[src/rtl/sorted_list_merge_defines.svh]
// Assertion macros shared by the sorted list merge RTL.
// Needs i_clk and i_rst_n in the scope where a macro is used.
`ifndef SORTED_LIST_MERGE_DEFINES_SVH
`define SORTED_LIST_MERGE_DEFINES_SVH
`ifndef SYNTHESIS
`define SLM_ASSERT(label, cond) \
    label: assert property (@(posedge i_clk) disable iff (!i_rst_n) (cond)) \
        else $error("assertion failed");
`define SLM_ASSERT_IMPL(label, ante, cons) \
    label: assert property (@(posedge i_clk) disable iff (!i_rst_n) (ante) |-> (cons)) \
        else $error("assertion failed");
`define SLM_ASSERT_NEXT(label, ante, cons) \
    label: assert property (@(posedge i_clk) disable iff (!i_rst_n) (ante) |=> (cons)) \
        else $error("assertion failed");
`else
`define SLM_ASSERT(label, cond)
`define SLM_ASSERT_IMPL(label, ante, cons)
`define SLM_ASSERT_NEXT(label, ante, cons)
`endif
`endif

[src/rtl/slm_pkg.sv]
// Package for the sorted list merge: request codes, state type and status struct.
// No dependencies.
package slm_pkg;

    localparam logic [1:0] REQ_APPEND_A = 2'd0;
    localparam logic [1:0] REQ_APPEND_B = 2'd1;
    localparam logic [1:0] REQ_MERGE    = 2'd2;

    localparam int VALUE_W = 32;
    localparam int POS_W   = 6;

    typedef enum logic {
        S_IDLE,
        S_MERGE
    } t_state;

    typedef struct packed {
        logic busy;
        logic done;
    } t_core_stat;

endpackage

[src/rtl/slm_list_ram.sv]
// One list store: a synchronous memory with one write port and one registered read port.
// Depends on slm_pkg.
module slm_list_ram #(
    parameter int DEPTH = 32,
    localparam int AW = $clog2(DEPTH)
) (
    input  logic                         i_clk,
    input  logic                         i_we,
    input  logic [AW-1:0]                i_waddr,
    input  logic [slm_pkg::VALUE_W-1:0]  i_wdata,
    input  logic [AW-1:0]                i_raddr,
    output logic [slm_pkg::VALUE_W-1:0]  o_rdata
);
    import slm_pkg::*;

    logic [VALUE_W-1:0] r_mem [DEPTH];
    logic [VALUE_W-1:0] r_rdata;

    always_ff @(posedge i_clk) begin
        if (i_we) begin
            r_mem[i_waddr] <= i_wdata;
        end
        r_rdata <= r_mem[i_raddr];
    end

    assign o_rdata = r_rdata;

endmodule

[src/rtl/slm_merge_core.sv]
// Merge sequencer: walks both list stores, picks the smaller head each cycle
// and registers one result beat per cycle. Depends on slm_pkg and the defines header.
`include "sorted_list_merge_defines.svh"
module slm_merge_core #(
    parameter int DEPTH = 32,
    localparam int AW = $clog2(DEPTH),
    localparam int CW = $clog2(DEPTH + 1)
) (
    input  logic                         i_clk,
    input  logic                         i_rst_n,
    input  logic                         i_go,
    input  logic [CW-1:0]                i_count_a,
    input  logic [CW-1:0]                i_count_b,
    input  logic                         i_overflow,
    input  logic [slm_pkg::VALUE_W-1:0]  i_rdata_a,
    input  logic [slm_pkg::VALUE_W-1:0]  i_rdata_b,
    output logic [AW-1:0]                o_raddr_a,
    output logic [AW-1:0]                o_raddr_b,
    output slm_pkg::t_core_stat          o_stat,
    output logic                         o_strobe,
    output logic [slm_pkg::VALUE_W-1:0]  o_merged_value,
    output logic                         o_from_b,
    output logic [slm_pkg::POS_W-1:0]    o_position,
    output logic                         o_overflowed,
    output logic                         o_last
);
    import slm_pkg::*;

    localparam int PW = CW + 1;

    t_state             r_state, n_state;
    logic [CW-1:0]      r_ia, n_ia;
    logic [CW-1:0]      r_ib, n_ib;
    logic [PW-1:0]      r_k, n_k;
    logic [PW-1:0]      r_total, n_total;
    logic [PW-1:0]      w_sum;
    logic               w_take_a;
    logic               w_last;

    logic               r_strobe;
    logic [VALUE_W-1:0] r_value;
    logic               r_from_b;
    logic [POS_W-1:0]   r_pos;
    logic               r_ovf;
    logic               r_last;

    assign w_sum = PW'(i_count_a) + PW'(i_count_b);

    // The held read data is the current head of each list; a list that ran
    // out forces the pick to the other one, and ties go to list B.
    assign w_take_a = (r_ia < i_count_a) &&
                      ((r_ib >= i_count_b) || ($signed(i_rdata_a) < $signed(i_rdata_b)));
    assign w_last   = (PW'(r_k + PW'(1)) == r_total);

    always_comb begin
        n_state = r_state;
        n_ia    = '0;
        n_ib    = '0;
        n_k     = r_k;
        n_total = r_total;
        case (r_state)
            S_IDLE: begin
                n_k = '0;
                if (i_go && (w_sum != '0)) begin
                    n_state = S_MERGE;
                    n_total = w_sum;
                end
            end
            S_MERGE: begin
                n_ia = r_ia + CW'(w_take_a);
                n_ib = r_ib + CW'(!w_take_a);
                n_k  = PW'(r_k + PW'(1));
                if (w_last) begin
                    n_state = S_IDLE;
                    n_ia    = '0;
                    n_ib    = '0;
                end
            end
            default: begin
                n_state = S_IDLE;
            end
        endcase
    end

    always_ff @(posedge i_clk) begin
        if (!i_rst_n) begin
            r_state  <= S_IDLE;
            r_ia     <= '0;
            r_ib     <= '0;
            r_k      <= '0;
            r_total  <= '0;
            r_strobe <= 1'b0;
        end else begin
            r_state  <= n_state;
            r_ia     <= n_ia;
            r_ib     <= n_ib;
            r_k      <= n_k;
            r_total  <= n_total;
            r_strobe <= (r_state == S_MERGE);
        end
    end

    always_ff @(posedge i_clk) begin
        r_value  <= w_take_a ? i_rdata_a : i_rdata_b;
        r_from_b <= !w_take_a;
        r_pos    <= POS_W'(r_k);
        r_ovf    <= i_overflow;
        r_last   <= w_last;
    end

    // Next read addresses follow the advanced indices so the new head is
    // ready in the next cycle.
    assign o_raddr_a = n_ia[AW-1:0];
    assign o_raddr_b = n_ib[AW-1:0];

    assign o_stat.busy = (r_state == S_MERGE);
    assign o_stat.done = (r_state == S_MERGE) && w_last;

    assign o_strobe       = r_strobe;
    assign o_merged_value = r_value;
    assign o_from_b       = r_from_b;
    assign o_position     = r_pos;
    assign o_overflowed   = r_ovf;
    assign o_last         = r_last;

    `SLM_ASSERT(idx_in_range, (r_state != S_MERGE) || ((r_ia <= i_count_a) && (r_ib <= i_count_b)))
    `SLM_ASSERT_IMPL(take_a_has_data, (r_state == S_MERGE) && w_take_a, r_ia < i_count_a)
    `SLM_ASSERT_IMPL(take_b_has_data, (r_state == S_MERGE) && !w_take_a, r_ib < i_count_b)
    `SLM_ASSERT_NEXT(beat_follows_merge, r_state == S_MERGE, r_strobe)
    `SLM_ASSERT_NEXT(last_ends_merge, (r_state == S_MERGE) && w_last, (r_state == S_IDLE) && r_last)

endmodule

[src/rtl/sorted_list_merge.sv]
// Top level of the two-way merge of sorted lists: list counts, overflow flag,
// append writes, two list stores and the merge sequencer. Depends on slm_pkg,
// slm_list_ram, slm_merge_core and the defines header.
//
//  Channel  | Direction | Handshake                | Payload
//  ---------+-----------+--------------------------+-----------------------------------
//  Request  | in        | start high, busy low     | i_req_type, i_value
//  Result   | out       | o_strobe, one cycle only | o_merged_value, o_from_b,
//           |           |                          | o_position, o_overflowed, o_last
//
// Appends can arrive back to back; busy stays low.
// A merge with N stored elements raises busy while it reads one element
// per cycle from each list store; result beats follow in the next cycle
// through the output register. A merge of two empty lists emits nothing.
// Reset is synchronous and clears counts, overflow flag and sequencer; the
// list stores are not cleared. Results cannot be stalled by the receiver.
`include "sorted_list_merge_defines.svh"
module sorted_list_merge #(
    parameter int LIST_DEPTH = 32
) (
    input  logic                         i_clk,
    input  logic                         i_rst_n,
    input  logic                         start,
    output logic                         busy,
    input  logic [1:0]                   i_req_type,
    input  logic signed [slm_pkg::VALUE_W-1:0] i_value,
    output logic                         o_strobe,
    output logic signed [slm_pkg::VALUE_W-1:0] o_merged_value,
    output logic                         o_from_b,
    output logic [slm_pkg::POS_W-1:0]    o_position,
    output logic                         o_overflowed,
    output logic                         o_last
);
    import slm_pkg::*;

    localparam int AW = $clog2(LIST_DEPTH);
    localparam int CW = $clog2(LIST_DEPTH + 1);

    logic [CW-1:0]      r_count_a, n_count_a;
    logic [CW-1:0]      r_count_b, n_count_b;
    logic               r_ovf, n_ovf;

    logic               w_accept;
    logic               w_we_a;
    logic               w_we_b;
    logic               w_go;
    logic [AW-1:0]      w_raddr_a;
    logic [AW-1:0]      w_raddr_b;
    logic [VALUE_W-1:0] w_rdata_a;
    logic [VALUE_W-1:0] w_rdata_b;
    logic [VALUE_W-1:0] w_merged;
    t_core_stat         w_stat;

    assign busy     = w_stat.busy;
    assign w_accept = start && !w_stat.busy;

    // Append and merge decode. A full list drops the element and sets the
    // sticky overflow flag; the unused request code does nothing.
    always_comb begin
        n_count_a = r_count_a;
        n_count_b = r_count_b;
        n_ovf     = r_ovf;
        w_we_a    = 1'b0;
        w_we_b    = 1'b0;
        w_go      = 1'b0;
        if (w_accept) begin
            case (i_req_type)
                REQ_APPEND_A: begin
                    if (r_count_a < CW'(LIST_DEPTH)) begin
                        w_we_a    = 1'b1;
                        n_count_a = r_count_a + CW'(1);
                    end else begin
                        n_ovf = 1'b1;
                    end
                end
                REQ_APPEND_B: begin
                    if (r_count_b < CW'(LIST_DEPTH)) begin
                        w_we_b    = 1'b1;
                        n_count_b = r_count_b + CW'(1);
                    end else begin
                        n_ovf = 1'b1;
                    end
                end
                REQ_MERGE: begin
                    w_go = 1'b1;
                end
                default: begin
                    w_go = 1'b0;
                end
            endcase
        end
        // Both lists are consumed once the final element has been picked.
        // A merge of two empty lists leaves the counts at zero as they are.
        if (w_stat.done) begin
            n_count_a = '0;
            n_count_b = '0;
        end
    end

    always_ff @(posedge i_clk) begin
        if (!i_rst_n) begin
            r_count_a <= '0;
            r_count_b <= '0;
            r_ovf     <= 1'b0;
        end else begin
            r_count_a <= n_count_a;
            r_count_b <= n_count_b;
            r_ovf     <= n_ovf;
        end
    end

    slm_list_ram #(
        .DEPTH (LIST_DEPTH)
    ) u_ram_a (
        .i_clk   (i_clk),
        .i_we    (w_we_a),
        .i_waddr (r_count_a[AW-1:0]),
        .i_wdata (i_value),
        .i_raddr (w_raddr_a),
        .o_rdata (w_rdata_a)
    );

    slm_list_ram #(
        .DEPTH (LIST_DEPTH)
    ) u_ram_b (
        .i_clk   (i_clk),
        .i_we    (w_we_b),
        .i_waddr (r_count_b[AW-1:0]),
        .i_wdata (i_value),
        .i_raddr (w_raddr_b),
        .o_rdata (w_rdata_b)
    );

    slm_merge_core #(
        .DEPTH (LIST_DEPTH)
    ) u_core (
        .i_clk          (i_clk),
        .i_rst_n        (i_rst_n),
        .i_go           (w_go),
        .i_count_a      (r_count_a),
        .i_count_b      (r_count_b),
        .i_overflow     (r_ovf),
        .i_rdata_a      (w_rdata_a),
        .i_rdata_b      (w_rdata_b),
        .o_raddr_a      (w_raddr_a),
        .o_raddr_b      (w_raddr_b),
        .o_stat         (w_stat),
        .o_strobe       (o_strobe),
        .o_merged_value (w_merged),
        .o_from_b       (o_from_b),
        .o_position     (o_position),
        .o_overflowed   (o_overflowed),
        .o_last         (o_last)
    );

    assign o_merged_value = $signed(w_merged);

    `SLM_ASSERT(count_in_range, (r_count_a <= CW'(LIST_DEPTH)) && (r_count_b <= CW'(LIST_DEPTH)))
    `SLM_ASSERT_NEXT(nonempty_merge_busy, w_go && ((r_count_a != '0) || (r_count_b != '0)), busy)
    `SLM_ASSERT_NEXT(overflow_sticky, r_ovf, r_ovf)

endmodule
[config.mk]
export PLATFORM = sky130hd
export DESIGN_NAME = sorted_list_merge
export DESIGN_NICKNAME = d
export VERILOG_FILES = /design/src/rtl/slm_pkg.sv /design/src/rtl/slm_list_ram.sv /design/src/rtl/slm_merge_core.sv /design/src/rtl/sorted_list_merge.sv
export VERILOG_INCLUDE_DIRS = /design/src /design/src/rtl
export SDC_FILE = /design/constraint.sdc
export NUM_CORES = 2
export LEC_CHECK = 0
export BUFFER_PORTS_ARGS = -buffer_cell sky130_fd_sc_hd__buf_2
export CORE_ASPECT_RATIO = 0.8
export CORE_UTILIZATION = 55
export CTS_CLUSTER_DIAMETER = 60
export DETAILED_ROUTE_END_ITERATION = 12
export PLACE_DENSITY = 0.82
export SLEW_MARGIN = 20
export SYNTH_ARGS = -nofsm -noshare
export SYNTH_HDL_FRONTEND = slang
export SYNTH_HIERARCHICAL = 1
export SYNTH_SLANG_ARGS = --single-unit
[constraint.sdc]
create_clock -name i_clk -period 9.7 [get_ports i_clk]
set_input_delay 0.485 -clock i_clk [delete_from_list [all_inputs] [get_ports i_clk]]
set_output_delay 0.485 -clock i_clk [all_outputs]
set_load 0.01 [all_outputs]
==> results.txt <==
----------------------------------------------------
[STA]
  Minimum period implied by the final worst setup slack ... 6.66 ns
  Final setup violation count ... 0
  Aggregate negative setup slack ... 0 ns
  Top achievable clock speed ... 150 MHz
  Worst slew margin relative to its limit ... 21.1%
  Clock skew after layout ... 0.0898 ns
  Pins Over Slew Limit ... 0
  Setup repair after global routing missed its margin ... no
  Hold violation count in the final report ... 0
  Worst-Margin Slew ... 1.18 ns
  Final period util ... 68.7%

[Clock tree]
  Num CTS Buffers ... 195
  Clock-pin transition on the worst setup and hold timing paths ... 0.07 ns
  Clk sinks ... 2,194
  Clock Path Buffers ... 3
  Buffer type at the clock tree root ... sky130_fd_sc_hd__clkbuf_16
  CTS tree ... done
  Number of post-CTS setup repair buffers ... 0
  Clock latency at the later pin of the worst-skew pair ... 0.84 ns
  Htree depth ... 4

[Critical path]
  Largest stage delay, worst path ... 0.71 ns
  Cells along the critical path ... inv_1 > ha_1 > nand4_2 > or2_0 > or4_1 > a311oi_1 > or3_4 > inv_4 > ha_1 > ha_1 > inv_1 > nor2_1 > and2_4 > buf_4 > a22o_1 > nor3_1 > a31oi_1 > nand3_1
  Most prevalent standard cell on the critical path ... sky130_fd_sc_hd__ha_1
  Worst path arrival time ... 7.28 ns
  Endpoint type of the worst setup path ... flip-flop
  Nature of the critical path startpoint ... flip-flop
  Peak fanout along the critical path ... 47
  Worst reg2reg path startpoint ... u_ram_b/o_rdata[31]
  Worst reg-to-reg path cell count ... 18
  Required time worst endpoint ... 10.31 ns
  Critical path start-end classification ... reg -> reg
  FF-to-FF End ... u_ram_a/o_rdata[14]
  R2R Setup Slk ... 3.04 ns
  CP max stage cell ... sky130_fd_sc_hd__buf_4

[Route]
  DRT Wirelength ... 224 mm
  Number of remaining DRC errors ... 0
  Met1 Routed Length ... 84.9 mm
  WL per Instance ... 30.1 um
  DRT antenna net count ... 0
  Vias per Instance ... 6.57
  WL met3 ... 32.4 mm
  Max layer used ... met5
  Drt first pass iters ... 8
  Total met2 wirelength after detailed routing ... 98.2 mm
  Via Count ... 48,900
  Iter 0 DRT Violations ... 7,436

[Run]
  Max capacitance violation total ... 0

[Yosys]
  Top cells by area in the synthesized netlist ... sky130_fd_sc_hd__edfxtp_1 72%, sky130_fd_sc_hd__mux2i_1 12%, sky130_fd_sc_hd__dfxtp_1 3.4%
  Total of flip-flops plus latches after synthesis ... 2,194
  Synthesis Warnings ... 6
  Post-Syn Instances ... 5,082
  Library cells used by synthesis ... 69
  Synthesized area divided by synthesized cell count ... 16.9 um^2
  Sequential fraction of the synthesis area ... 75.0%
  Fraction of post-synthesis cell area in the top cell type by area ... 71.6%
  Synthesized area ... 0.0859 mm^2
  Cell taking the most area after synthesis ... sky130_fd_sc_hd__edfxtp_1
  Top_reg_cell synth ... sky130_fd_sc_hd__edfxtp_1
  Proportion of synthesized flip-flops having asynchronous set or reset ... 0%
  Number of enable-type register cells in the synthesized netlist ... 2,048
  Post-synth net total ... 5,175

[GRT]
  Tot GR Track Use ... 27.9%
  GRT overflow ... 0
  Via count of the first global-routing pass ... 47,000
  Largest net degree at the start of global routing ... 126
  Antenna violations before repair ... 17
  Wire length of the first global-routing pass ... 319 mm

[Finish]
  Area Overhead vs Synth ... 11.0%
  Fraction of final layout cells sized beyond drive strength 1 ... 11.6%
  Post-layout net count ... 5,313
  Most frequent cells in the layout ... 2,048 x sky130_fd_sc_hd__edfxtp_1, 1,027 x sky130_fd_sc_hd__mux2i_1, 258 x sky130_fd_sc_hd__nand2_1
  Most common cell after layout, fill and taps aside ... sky130_fd_sc_hd__edfxtp_1
  Final std cell area, no fill ... 0.0954 mm^2
  Filler instances ... 10,300

[Min path]
  Worst hold start ... i_req_type[0]
  Tightest Hold Check Type ... in -> reg
  Worst hold path depth ... 3
  Worst min-delay path endpoint ... r_count_b[5]

[Placement]
  Input/output buffers ... 79
  Estimated wirelength of the detail-placed design ... 121 mm
  Placed Instance Area ... 0.0889 mm^2
  Gpl congestion ... 0.929

[Die]
  IO Count ... 80
  Die width ... 444 um
  Effective utilization at floorplan ... 55.5%
  FP Rows ... 129
  Vert. Die Dim ... 356 um
  Die area ... 0.158 mm^2
  Core Box Area ... 0.155 mm^2

[Pwr]
  Static Leakage ... 29.1 nW
  PD cells ... 194 mW/mm^2
  Max IR drop VDD ... 0.000199 V

[Status]
  Status ... finished, final reports clean

----------------------------------------------------
==> report_power, final <==
part	internal [mW]	total, mW	switching, mW
Clock	4.26	7.68	3.42
Combinational	0.114	0.458	0.344
Sequential	10.4	10.4	0.0239
Total	14.7	18.5	3.79
==> per-stage QoR <==
step | std cells | power, mW | hold WS, ns | util, % | setup WS, ns
finish | 7434 | 18.5 | 0.136 | 61.6 | 3.04
global placement | 7050 | 11.0 | 0.339 | 57.4 | 3.17
floorplan | 5082 | 10.8 | 0.331 | - | 5.78
global route | 7419 | 19.0 | 0.0910 | 61.6 | 2.90
CTS | 7418 | 18.6 | 0.0735 | 61.6 | 3.23
detailed placement | 7051 | 11.0 | 0.348 | 57.4 | 3.26
==> Yosys cell counts, drive strengths merged, types with 92 or more instances <==
cell type  number
nand2         258
a22o          128
inv            92
nand3         209
edfxtp       2048
a21oi         212
buf           167
a22oi         192
dfxtp         146
clkbuf        104
nor2          109
mux2i        1027
==> flip-flops by register name, summed over array words and instances, names as in the netlist <==
register               cells
r_count_a                  6
r_count_b                  6
r_ovf                      1
u_core/o_from_b            1
u_core/o_last              1
u_core/o_merged_value     32
u_core/o_overflowed        1
u_core/o_position          6
u_core/o_strobe            1
u_core/r_ia                6
u_core/r_ib                6
u_core/r_k                 7
u_core/r_state             1
u_core/r_total             7
u_ram_a/o_rdata           32
u_ram_a/r_mem           1024
u_ram_b/o_rdata           32
u_ram_b/r_mem           1024
==> cell families (layout without fill, tap and decap cells) <==
kind of cell               count (synthesis)  after routing  share of synthesized area, %
xor gates and xnor gates                  24             24                         0.277
DFF                                     2194           2194                          75.0
muxes                                   1027           1027                          12.0
buffers and inverters                    363            670                          2.32
other                                      0             15                             0
AOI/OAI and AO/OA                        687            687                          5.71
and+or+nand+nor                          731            731                          3.94
adders and majority gates                 56             56                         0.824
==> worst max path at each step <==
stage	start	end
final	u_ram_b/o_rdata[31]	u_ram_a/o_rdata[14]
after global routing	u_ram_b/o_rdata[31]	u_ram_a/o_rdata[15]
after floorplan	u_ram_b/o_rdata[31]	u_ram_a/o_rdata[13]
after CTS	u_ram_b/o_rdata[31]	u_ram_a/o_rdata[15]
after global placement	u_ram_b/o_rdata[31]	u_ram_a/o_rdata[13]
after detailed placement	u_ram_b/o_rdata[31]	u_ram_a/o_rdata[15]
==> worst max-delay path: cells and delay by family (launching register included) <==
| family | cells | cell delay, ns |
|---|---|---|
| adder cells (fa/ha/maj) | 3 | 0.94 |
| buffers and inverters | 4 | 1.12 |
| flip-flops | 1 | 0.64 |
| AND/OR/NAND/NOR | 8 | 2.55 |
| AO/OA/AOI/OAI | 3 | 1.08 |
==> cell type report <==
type / count / area, um^2 / area share, %
inverter: 92 / 348 / 0.365
clock inverter: 96 / 1000 / 1.05
tap: 2030 / 2540 / 2.66
clock buffer: 270 / 5420 / 5.68
multi-input combinational: 2525 / 20100 / 21.0
timing repair buffer: 212 / 1570 / 1.64
sequential: 2194 / 64400 / 67.5
antenna: 15 / 37.5 / 0.0393
==> per-layer routing <==
metal  GRT usage [%]  up-vias
met5               0        -
met4            10.2        8
met3            7.94      465
met2            41.2     3663
met1            39.6    24500
li1                -    20200
==> what timing repair did <==
| action | CTS | global route |
|---|---|---|
| endpoints found under the hold margin | 1 | 0 |
| hold buffers | 1 | 0 |
| gates resized for setup | 0 | 0 |
| setup endpoints to repair | 0 | 0 |
(Power assumes the default switching activity.)
